<file path="config.mk">
export PLATFORM = sky130hd
export DESIGN_NAME = modbus_rtu_read_register_master_unit
export DESIGN_NICKNAME = d
export VERILOG_FILES = /design/src/design/mbrd_pkg.sv /design/src/design/mbrd_front.sv /design/src/design/mbrd_cmd_fifo.sv /design/src/design/mbrd_back.sv /design/src/design/modbus_rtu_read_register_master_unit.sv
export SDC_FILE = /design/constraint.sdc
export NUM_CORES = 1
export LEC_CHECK = 0
export BUFFER_PORTS_ARGS = -buffer_cell sky130_fd_sc_hd__buf_4
export CORE_MARGIN = 8
export CORE_UTILIZATION = 60
export DETAILED_ROUTE_END_ITERATION = 10
export PLACE_DENSITY = 0.78
export SKIP_CTS_REPAIR_TIMING = 1
export SYNTH_ARGS = -nofsm -noshare
export SYNTH_HDL_FRONTEND = slang
export SYNTH_HIERARCHICAL = 1
export SYNTH_SLANG_ARGS = --single-unit
</file>
<file path="constraint.sdc">
create_clock -name clk -period 7 [get_ports clk]
set_clock_uncertainty 0.1 [all_clocks]
set_input_delay 1.05 -clock clk [delete_from_list [all_inputs] [get_ports clk]]
set_output_delay 1.05 -clock clk [all_outputs]
set_load 0.05 [all_outputs]
</file>
<file path="src/design/mbrd_pkg.sv">
// Shared types, codes and the CRC-16 step for the Modbus read-register master.
package mbrd_pkg;

	localparam int CMDQ_DEPTH = 4;
	localparam int CMDQ_AW = $clog2(CMDQ_DEPTH);

	localparam logic [0:0] REG_SLAVE_ADDR = 1'b0;
	localparam logic [0:0] REG_TIMEOUT = 1'b1;

	localparam logic [7:0] FUNC_READ_HOLDING = 8'h03;
	localparam logic [7:0] REPLY_BYTE_COUNT = 8'h02;
	localparam logic [15:0] CRC_POLY = 16'hA001;
	localparam logic [15:0] CRC_PRESET = 16'hFFFF;
	localparam logic [2:0] RX_FRAME_LAST = 3'd6;
	localparam logic [2:0] RX_CRC_START = 3'd5;

	typedef enum logic [1:0] {
		REQ_START = 2'd0,
		REQ_BYTE = 2'd1,
		REQ_TICK = 2'd2
	} req_type_t;

	typedef enum logic [1:0] {
		ST_OK = 2'd0,
		ST_TIMEOUT = 2'd1,
		ST_HEADER = 2'd2,
		ST_CRC = 2'd3
	} status_t;

	typedef enum logic {
		CMD_START = 1'b0,
		CMD_REPORT = 1'b1
	} cmd_kind_t;

	typedef enum logic {
		RES_TX = 1'b0,
		RES_REPORT = 1'b1
	} res_kind_t;

	typedef struct packed {
		cmd_kind_t kind;
		logic [7:0] slave_addr;
		logic [15:0] reg_addr;
		status_t status;
		logic [15:0] value;
	} cmd_t;

	function automatic logic [15:0] crc_feed(input logic [15:0] c, input logic [7:0] b);
		logic [15:0] r;
		r = c ^ {8'h00, b};
		for (int k = 0; k < 8; k++) begin
			if (r[0]) begin
				r = (r >> 1) ^ CRC_POLY;
			end else begin
				r = r >> 1;
			end
		end
		return r;
	endfunction

endpackage

</file>
<file path="src/design/mbrd_front.sv">
// Front end: takes items, tracks the reply, queues start and report commands.
module mbrd_front (
	input  logic                clk,
	input  logic                arst_n,
	input  logic                push,
	input  logic                full,
	input  logic [1:0]          req_type,
	input  logic [15:0]         reg_addr,
	input  logic [7:0]          rx_byte,
	input  logic [7:0]          slave_address,
	input  logic [15:0]         timeout_ticks,
	output logic                cmd_push,
	output mbrd_pkg::cmd_t      cmd
);

	logic        phase_q;
	logic [7:0]  rx_buf_q [7];
	logic [2:0]  rx_count_q;
	logic [15:0] crc_q;
	logic [15:0] ticks_q;

	logic        take;
	logic        is_start, is_byte, is_tick;
	logic        frame_done, timed_out;
	logic        hdr_bad, crc_bad;
	logic [15:0] ticks_next;

	assign take = push && !full;
	assign is_start = take && (req_type == mbrd_pkg::REQ_START) && !phase_q;
	assign is_byte = take && (req_type == mbrd_pkg::REQ_BYTE) && phase_q;
	assign is_tick = take && (req_type == mbrd_pkg::REQ_TICK) && phase_q
		&& (timeout_ticks != 16'd0);

	assign ticks_next = (ticks_q == 16'hFFFF) ? ticks_q : ticks_q + 16'd1;
	assign frame_done = is_byte && (rx_count_q == mbrd_pkg::RX_FRAME_LAST);
	assign timed_out = is_tick && (ticks_next >= timeout_ticks);

	assign hdr_bad = (rx_buf_q[0] != slave_address)
		|| (rx_buf_q[1] != mbrd_pkg::FUNC_READ_HOLDING)
		|| (rx_buf_q[2] != mbrd_pkg::REPLY_BYTE_COUNT);
	assign crc_bad = ({rx_byte, rx_buf_q[5]} != crc_q);

	always_comb begin
		cmd_push = is_start || frame_done || timed_out;
		cmd.kind = is_start ? mbrd_pkg::CMD_START : mbrd_pkg::CMD_REPORT;
		cmd.slave_addr = slave_address;
		cmd.reg_addr = reg_addr;
		cmd.status = mbrd_pkg::ST_OK;
		cmd.value = 16'd0;
		if (timed_out) begin
			cmd.status = mbrd_pkg::ST_TIMEOUT;
		end else if (hdr_bad) begin
			cmd.status = mbrd_pkg::ST_HEADER;
		end else if (crc_bad) begin
			cmd.status = mbrd_pkg::ST_CRC;
		end else begin
			cmd.value = {rx_buf_q[3], rx_buf_q[4]};
		end
	end

	always_ff @(posedge clk or negedge arst_n) begin
		if (!arst_n) begin
			phase_q <= 1'b0;
			rx_count_q <= 3'd0;
			crc_q <= mbrd_pkg::CRC_PRESET;
			ticks_q <= 16'd0;
		end else begin
			if (is_start) begin
				phase_q <= 1'b1;
				rx_count_q <= 3'd0;
				crc_q <= mbrd_pkg::CRC_PRESET;
				ticks_q <= 16'd0;
			end else if (is_byte) begin
				if (rx_count_q < mbrd_pkg::RX_CRC_START) begin
					crc_q <= mbrd_pkg::crc_feed(crc_q, rx_byte);
				end
				rx_count_q <= rx_count_q + 3'd1;
				ticks_q <= 16'd0;
				if (frame_done) begin
					phase_q <= 1'b0;
				end
			end else if (is_tick) begin
				ticks_q <= ticks_next;
				if (timed_out) begin
					phase_q <= 1'b0;
				end
			end
		end
	end

	always_ff @(posedge clk) begin
		if (is_byte) begin
			rx_buf_q[rx_count_q] <= rx_byte;
		end
	end

endmodule

</file>
<file path="src/design/mbrd_cmd_fifo.sv">
// Short command queue between the front end and the frame engine.
module mbrd_cmd_fifo (
	input  logic                clk,
	input  logic                arst_n,
	input  logic                wr_en,
	input  mbrd_pkg::cmd_t      wr_data,
	input  logic                rd_en,
	output mbrd_pkg::cmd_t      rd_data,
	output logic                q_full,
	output logic                q_empty
);

	mbrd_pkg::cmd_t mem_q [mbrd_pkg::CMDQ_DEPTH];
	logic [mbrd_pkg::CMDQ_AW-1:0] wr_ptr_q, rd_ptr_q;
	logic [mbrd_pkg::CMDQ_AW:0] count_q;
	logic do_wr, do_rd;

	assign q_full = (count_q == (mbrd_pkg::CMDQ_AW + 1)'(mbrd_pkg::CMDQ_DEPTH));
	assign q_empty = (count_q == '0);
	assign do_wr = wr_en && !q_full;
	assign do_rd = rd_en && !q_empty;
	assign rd_data = mem_q[rd_ptr_q];

	always_ff @(posedge clk) begin
		if (do_wr) begin
			mem_q[wr_ptr_q] <= wr_data;
		end
	end

	always_ff @(posedge clk or negedge arst_n) begin
		if (!arst_n) begin
			wr_ptr_q <= '0;
			rd_ptr_q <= '0;
			count_q <= '0;
		end else begin
			if (do_wr) begin
				wr_ptr_q <= wr_ptr_q + 1'b1;
			end
			if (do_rd) begin
				rd_ptr_q <= rd_ptr_q + 1'b1;
			end
			if (do_wr && !do_rd) begin
				count_q <= count_q + 1'b1;
			end else if (do_rd && !do_wr) begin
				count_q <= count_q - 1'b1;
			end
		end
	end

endmodule

</file>
<file path="src/design/mbrd_back.sv">
// Frame engine: expands start commands into the request frame, passes reports.
module mbrd_back (
	input  logic                clk,
	input  logic                arst_n,
	input  mbrd_pkg::cmd_t      head,
	input  logic                q_empty,
	output logic                q_pop,
	input  logic                pop,
	output logic                empty,
	output logic                result_kind,
	output logic [7:0]          tx_byte,
	output logic                tx_last,
	output logic [1:0]          status,
	output logic [15:0]         reg_value
);

	logic        busy_q;
	logic [2:0]  idx_q;
	logic [15:0] crc_q;
	logic [7:0]  addr_q;
	logic [15:0] reg_q;

	logic        out_valid_q;
	logic        kind_q;
	logic [7:0]  byte_q;
	logic        last_q;
	logic [1:0]  status_q;
	logic [15:0] value_q;

	logic        out_free, load;
	logic [7:0]  cur_byte;

	assign out_free = !out_valid_q || pop;
	assign load = out_free && (busy_q || !q_empty);
	assign q_pop = out_free && !busy_q && !q_empty;

	always_comb begin
		case (idx_q)
			3'd1: cur_byte = mbrd_pkg::FUNC_READ_HOLDING;
			3'd2: cur_byte = reg_q[15:8];
			3'd3: cur_byte = reg_q[7:0];
			3'd4: cur_byte = 8'h00;
			3'd5: cur_byte = 8'h01;
			3'd6: cur_byte = crc_q[7:0];
			3'd7: cur_byte = crc_q[15:8];
			default: cur_byte = addr_q;
		endcase
	end

	always_ff @(posedge clk or negedge arst_n) begin
		if (!arst_n) begin
			busy_q <= 1'b0;
			idx_q <= 3'd0;
			out_valid_q <= 1'b0;
		end else begin
			if (load) begin
				out_valid_q <= 1'b1;
			end else if (pop) begin
				out_valid_q <= 1'b0;
			end
			if (load && busy_q) begin
				idx_q <= idx_q + 3'd1;
				if (idx_q == 3'd7) begin
					busy_q <= 1'b0;
				end
			end else if (q_pop && head.kind == mbrd_pkg::CMD_START) begin
				busy_q <= 1'b1;
				idx_q <= 3'd1;
			end
		end
	end

	always_ff @(posedge clk) begin
		if (load && busy_q) begin
			if (idx_q < 3'd6) begin
				crc_q <= mbrd_pkg::crc_feed(crc_q, cur_byte);
			end
			kind_q <= mbrd_pkg::RES_TX;
			byte_q <= cur_byte;
			last_q <= (idx_q == 3'd7);
			status_q <= mbrd_pkg::ST_OK;
			value_q <= 16'd0;
		end else if (q_pop) begin
			if (head.kind == mbrd_pkg::CMD_START) begin
				addr_q <= head.slave_addr;
				reg_q <= head.reg_addr;
				crc_q <= mbrd_pkg::crc_feed(mbrd_pkg::CRC_PRESET, head.slave_addr);
				kind_q <= mbrd_pkg::RES_TX;
				byte_q <= head.slave_addr;
				last_q <= 1'b0;
				status_q <= mbrd_pkg::ST_OK;
				value_q <= 16'd0;
			end else begin
				kind_q <= mbrd_pkg::RES_REPORT;
				byte_q <= 8'h00;
				last_q <= 1'b0;
				status_q <= head.status;
				value_q <= head.value;
			end
		end
	end

	assign empty = !out_valid_q;
	assign result_kind = kind_q;
	assign tx_byte = byte_q;
	assign tx_last = last_q;
	assign status = status_q;
	assign reg_value = value_q;

	a_no_pop_busy: assert property (@(posedge clk) disable iff (!arst_n)
		q_pop |-> !busy_q)
		else $error("command popped while frame in progress");

	a_idx_step: assert property (@(posedge clk) disable iff (!arst_n)
		(load && busy_q && idx_q != 3'd7) |=> busy_q && idx_q == $past(idx_q) + 3'd1)
		else $error("frame index did not advance");

	a_last_ends: assert property (@(posedge clk) disable iff (!arst_n)
		(load && busy_q && idx_q == 3'd7) |=> !busy_q && out_valid_q && last_q)
		else $error("last frame byte did not end the frame");

endmodule

</file>
<file path="src/design/modbus_rtu_read_register_master_unit.sv">
// Top level of the Modbus RTU read-holding-register master.
// Usage:
//   Input queue (push/full): req_type 0 starts a read of reg_addr, 1 hands in a
//   received bus byte in rx_byte, 2 is a one-millisecond tick. Start is ignored
//   while a reply is awaited; bytes and ticks are ignored while idle.
//   Result queue (empty/pop): result_kind 0 carries one request byte in tx_byte,
//   tx_last marks the eighth; result_kind 1 is the report with status and
//   reg_value. Configuration: cfg_we, cfg_index (0 slave address, 1 timeout in
//   ticks, 0 waits forever), cfg_data; write only while idle.
// Timing:
//   An item is taken every cycle while full is low. A start or the final reply
//   byte or the timing-out tick is written to the command queue as it is taken;
//   the frame engine registers its first result from the queue head once its
//   output register is free. A start yields eight bytes, one per cycle while pop
//   keeps the output free, from the frame engine, which computes the CRC one byte
//   a cycle. A four-entry command queue sits between front end and frame engine,
//   so input keeps flowing while results wait; full rises only when it fills.
// Reset: slave address 1, timeout 500, idle, both queues empty.
// A stalled pop holds the current result and lets the queue fill.
module modbus_rtu_read_register_master_unit (
	input  logic         clk,
	input  logic         arst_n,
	input  logic         push,
	output logic         full,
	input  logic [1:0]   req_type,
	input  logic [15:0]  reg_addr,
	input  logic [7:0]   rx_byte,
	output logic         empty,
	input  logic         pop,
	output logic         result_kind,
	output logic [7:0]   tx_byte,
	output logic         tx_last,
	output logic [1:0]   status,
	output logic [15:0]  reg_value,
	input  logic         cfg_we,
	input  logic [0:0]   cfg_index,
	input  logic [15:0]  cfg_data
);

	logic [7:0]  slave_addr_q;
	logic [15:0] timeout_q;

	logic           cmd_push, q_pop, q_empty;
	mbrd_pkg::cmd_t cmd, head;

	always_ff @(posedge clk or negedge arst_n) begin
		if (!arst_n) begin
			slave_addr_q <= 8'd1;
			timeout_q <= 16'd500;
		end else if (cfg_we) begin
			case (cfg_index)
				mbrd_pkg::REG_SLAVE_ADDR: slave_addr_q <= cfg_data[7:0];
				mbrd_pkg::REG_TIMEOUT: timeout_q <= cfg_data;
				default: ;
			endcase
		end
	end

	mbrd_front u_front (
		.clk(clk),
		.arst_n(arst_n),
		.push(push),
		.full(full),
		.req_type(req_type),
		.reg_addr(reg_addr),
		.rx_byte(rx_byte),
		.slave_address(slave_addr_q),
		.timeout_ticks(timeout_q),
		.cmd_push(cmd_push),
		.cmd(cmd)
	);

	mbrd_cmd_fifo u_cmdq (
		.clk(clk),
		.arst_n(arst_n),
		.wr_en(cmd_push),
		.wr_data(cmd),
		.rd_en(q_pop),
		.rd_data(head),
		.q_full(full),
		.q_empty(q_empty)
	);

	mbrd_back u_back (
		.clk(clk),
		.arst_n(arst_n),
		.head(head),
		.q_empty(q_empty),
		.q_pop(q_pop),
		.pop(pop),
		.empty(empty),
		.result_kind(result_kind),
		.tx_byte(tx_byte),
		.tx_last(tx_last),
		.status(status),
		.reg_value(reg_value)
	);

endmodule

</file>
==> impl_metrics.toml <==
[sta]
setup_viol = 0
hold_viol = 0
setup_tns_ns = 0
period_share = 0.773
timing.fmax_mhz = 185
rsz0062_at_grt = "no"
slew_violations = 0
fin_crit_ns = 5.41
worst_pin_slew_ns = 1.18
relSlewSlack = 0.206

[power_and_ir_drop]
leakagePower_uw = 0.00630
power.total_uw = 7480
clkPwrFrac = 0.258
vdd_drop_max_mv = 0.362
combinationalPowerShare = 0.341
seqPwrFrac = 0.400
p_int_uw = 5020
p_sw_uw = 2460
swShare = 0.328
power.density_mw_per_mm2 = 427

[finish]
fin_nets = 1192
layout-drive-gt1-share = 0.227
syn2layout_area_growth_pct = 11.3
fill_cells = 1764
n_antenna_cell = 0

[cts]
clk_latency_ns = 0.53
clk_path_buf_depth = 3
cts_root_buf = "clkbuf_16"
cts_tree = "yes"
cts_buffers = 36
cts.sinks = 360
cts_htree_levels = 2
clkTransAtPathRegs_ns = 0.06

[route]
route.detailed.drc = 0
vias_per_cell = 6.01
drtIter0Drc = 779
vias = 8871
first_pass_iters = 5
antenna_left = 0
wl_per_cell_um = 21.0
routed_wl_um = 31000

[global_routing]
grt_pass1_wl_um = 49300
grt-ovfl-total = 0
grt_max_degree = 73
grt_usage = 0.200
antenna_found_initial = 1
grt_pass1_vias = 9000

[hold_path]
hp-class = "reg -> reg"

[critical_path]
cp.arrival_ns = 5.52
critical_path_class = "reg -> reg"
start_kind = "flop"
cp_max_fo = 32
end_kind = "flop"
cp.required_ns = 7.11

[yosys]
syn_nets = 1138
netlist_instances = 1060
yosysSeqAreaShare = 0.654
async_flop_share = 0.200
synth_cell_type_count = 81
synth_area_mm2 = 0.0157
synthFlopType = "edfxtp_1"
postSynthAreaPerCell_um2 = 14.8
ys_ff_latch = 360
yosysWarnings = 6
synth_edf_count = 269

[flow_run]
max-cap-violations = 0

[floorplan]
rows = 59
die_h_um = 178
initial_core_util = 0.607
core_region_area_mm2 = 0.0259
die_area_mm2 = 0.0317
die_w_um = 178
io_pins = 78

[place]
gp_congestion = 0.832
port_buffers = 77
dp_hpwl_um = 20100

[run_status]
run_status = "finished, final reports clean"
worst max-delay path: stages (launching register included):
cell      delay, ns
dfrtp_1        0.51
nand3_1        0.14
nor2_2         0.21
nand3_1        0.14
nor3_1         0.43
and3_1         0.26
and2_1         0.15
a21oi_1        0.09
ha_1           0.33
nand4_1        0.09
or2_2          0.29
o311ai_1       0.41
nand2_1        0.18
nand3_1        0.13
nor2b_1        0.43
and2_2         0.82
buf_4          0.36
power groups by stage:
| stage | logic, uW | clock network [uW] | registers [uW] |
|---|---|---|---|
| after global routing | 2760 | 2050 | 3030 |
| final | 2550 | 1930 | 2990 |
| after global placement | 2480 | 0 | 3020 |
| after detailed placement | 2530 | 0 | 3030 |
| after floorplan | 1970 | 0 | 3090 |
| after CTS | 2560 | 1970 | 2990 |
logic make-up after synthesis:
kind of cell             Yosys count  share of synthesized area
AO/OA/AOI/OAI                    153                     0.0608
XOR/XNOR                          92                     0.0522
adder cells (fa/ha/maj)           30                     0.0243
buffers and inverters            106                     0.0404
flip-flops                       360                      0.654
multiplexers                      75                     0.0857
AND/OR/NAND/NOR                  244                     0.0828
layer usage:
layer,GRT usage,share of wire,vias up
met5,0,0.00035,-
met3,0.0368,0.065,65
li1,-,-,4030
met2,0.338,0.50,307
met4,0.0691,0.025,2
met1,0.258,0.41,4467
stage by stage:
stage	setup slack (ns)	util	std cells	cell area (um^2)	hold WS [ns]
finish	1.59	0.676	1477	17500	0.358
floorplan	2.17	-	1060	15700	0.345
global route	1.12	0.676	1477	17500	0.375
detailed placement	1.57	0.630	1411	16300	0.348
global placement	1.74	0.630	1411	16300	0.344
CTS	1.55	0.676	1477	17500	0.356
worst paths after layout:
path                                     start                  end  slack, ns  cells past startpoint
min                        u_back/reg_value[2]  u_back/reg_value[2]       0.36                      2
min reg2reg                u_back/reg_value[2]  u_back/reg_value[2]       0.36                      2
max in group asynchronous               arst_n   u_cmdq/rd_ptr_q[1]       5.58                      1
min in group asynchronous               arst_n   u_front/ticks_q[1]       0.58                      1
max reg2reg                 u_front/ticks_q[3]  u_cmdq/mem_q[1][30]       1.59                     16
max                         u_front/ticks_q[3]  u_cmdq/mem_q[1][30]       1.59                     16
layout make-up:
| class | count | area (um^2) | area share |
|---|---|---|---|
| sequential | 360 | 10300 | 0.587 |
| multi-input combinational | 594 | 4830 | 0.276 |
| clock buffer | 47 | 985 | 0.0562 |
| timing repair buffer | 86 | 646 | 0.0368 |
| tap | 335 | 419 | 0.0239 |
| clock inverter | 19 | 211 | 0.0121 |
| inverter | 36 | 135 | 0.00771 |
registers in the layout, indices dropped and copies added, names as in the netlist, 3 cells and up:
signal,cells
u_cmdq/count_q,3
u_front/ticks_q,16
u_front/crc_q,16
u_front/rx_buf_q,48
slave_addr_q,8
u_back/idx_q,3
u_back/reg_q,16
u_front/rx_count_q,3
u_back/addr_q,8
timeout_q,16
u_back/crc_q,16
u_back/reg_value,16
u_back/tx_byte,8
u_cmdq/mem_q,172
synth_stat cells, drive strengths merged (3+ instances only):
cell type  number  area (um^2)
a211o           3         26.3
a21o            4         30.0
a21oi          55          279
a22oi           5         37.5
a311oi          5         43.8
a31oi           4         25.0
and2           25          159
and3            6         38.8
buf            45          403
clkbuf         25         97.6
dfrtp          49         1230
dfstp          23          604
dfxtp          19          380
edfxtp        269         8080
ha             29          363
inv            36          135
mux2           30          342
mux4           43          987
nand2          75          284
nand2b          7         43.8
nand3          10         67.6
nand3b          8         60.1
nand4          12         75.1
nor2           40          153
nor3           28          179
nor4           11         83.8
o211ai          3         22.5
o21ai          40          204
o221a           3         42.5
o22ai           5         31.3
o31ai           8         60.1
or2             8         52.6
or3             6         42.5
xnor2          78          683
xor2           13          114
placed cells by master, fill, tap and decap left out, types with 20 or more instances in the layout:
| cell | instances |
|---|---|
| a21oi_1 | 54 |
| and2_1 | 20 |
| buf_4 | 86 |
| clkbuf_16 | 38 |
| dfrtp_1 | 47 |
| dfstp_2 | 23 |
| edfxtp_1 | 269 |
| ha_1 | 29 |
| inv_1 | 36 |
| mux4_2 | 38 |
| nand2_1 | 74 |
| nor2_1 | 38 |
| nor3_1 | 24 |
| o21ai_0 | 37 |
| xnor2_1 | 78 |
Power figures use the tool's default switching activity.
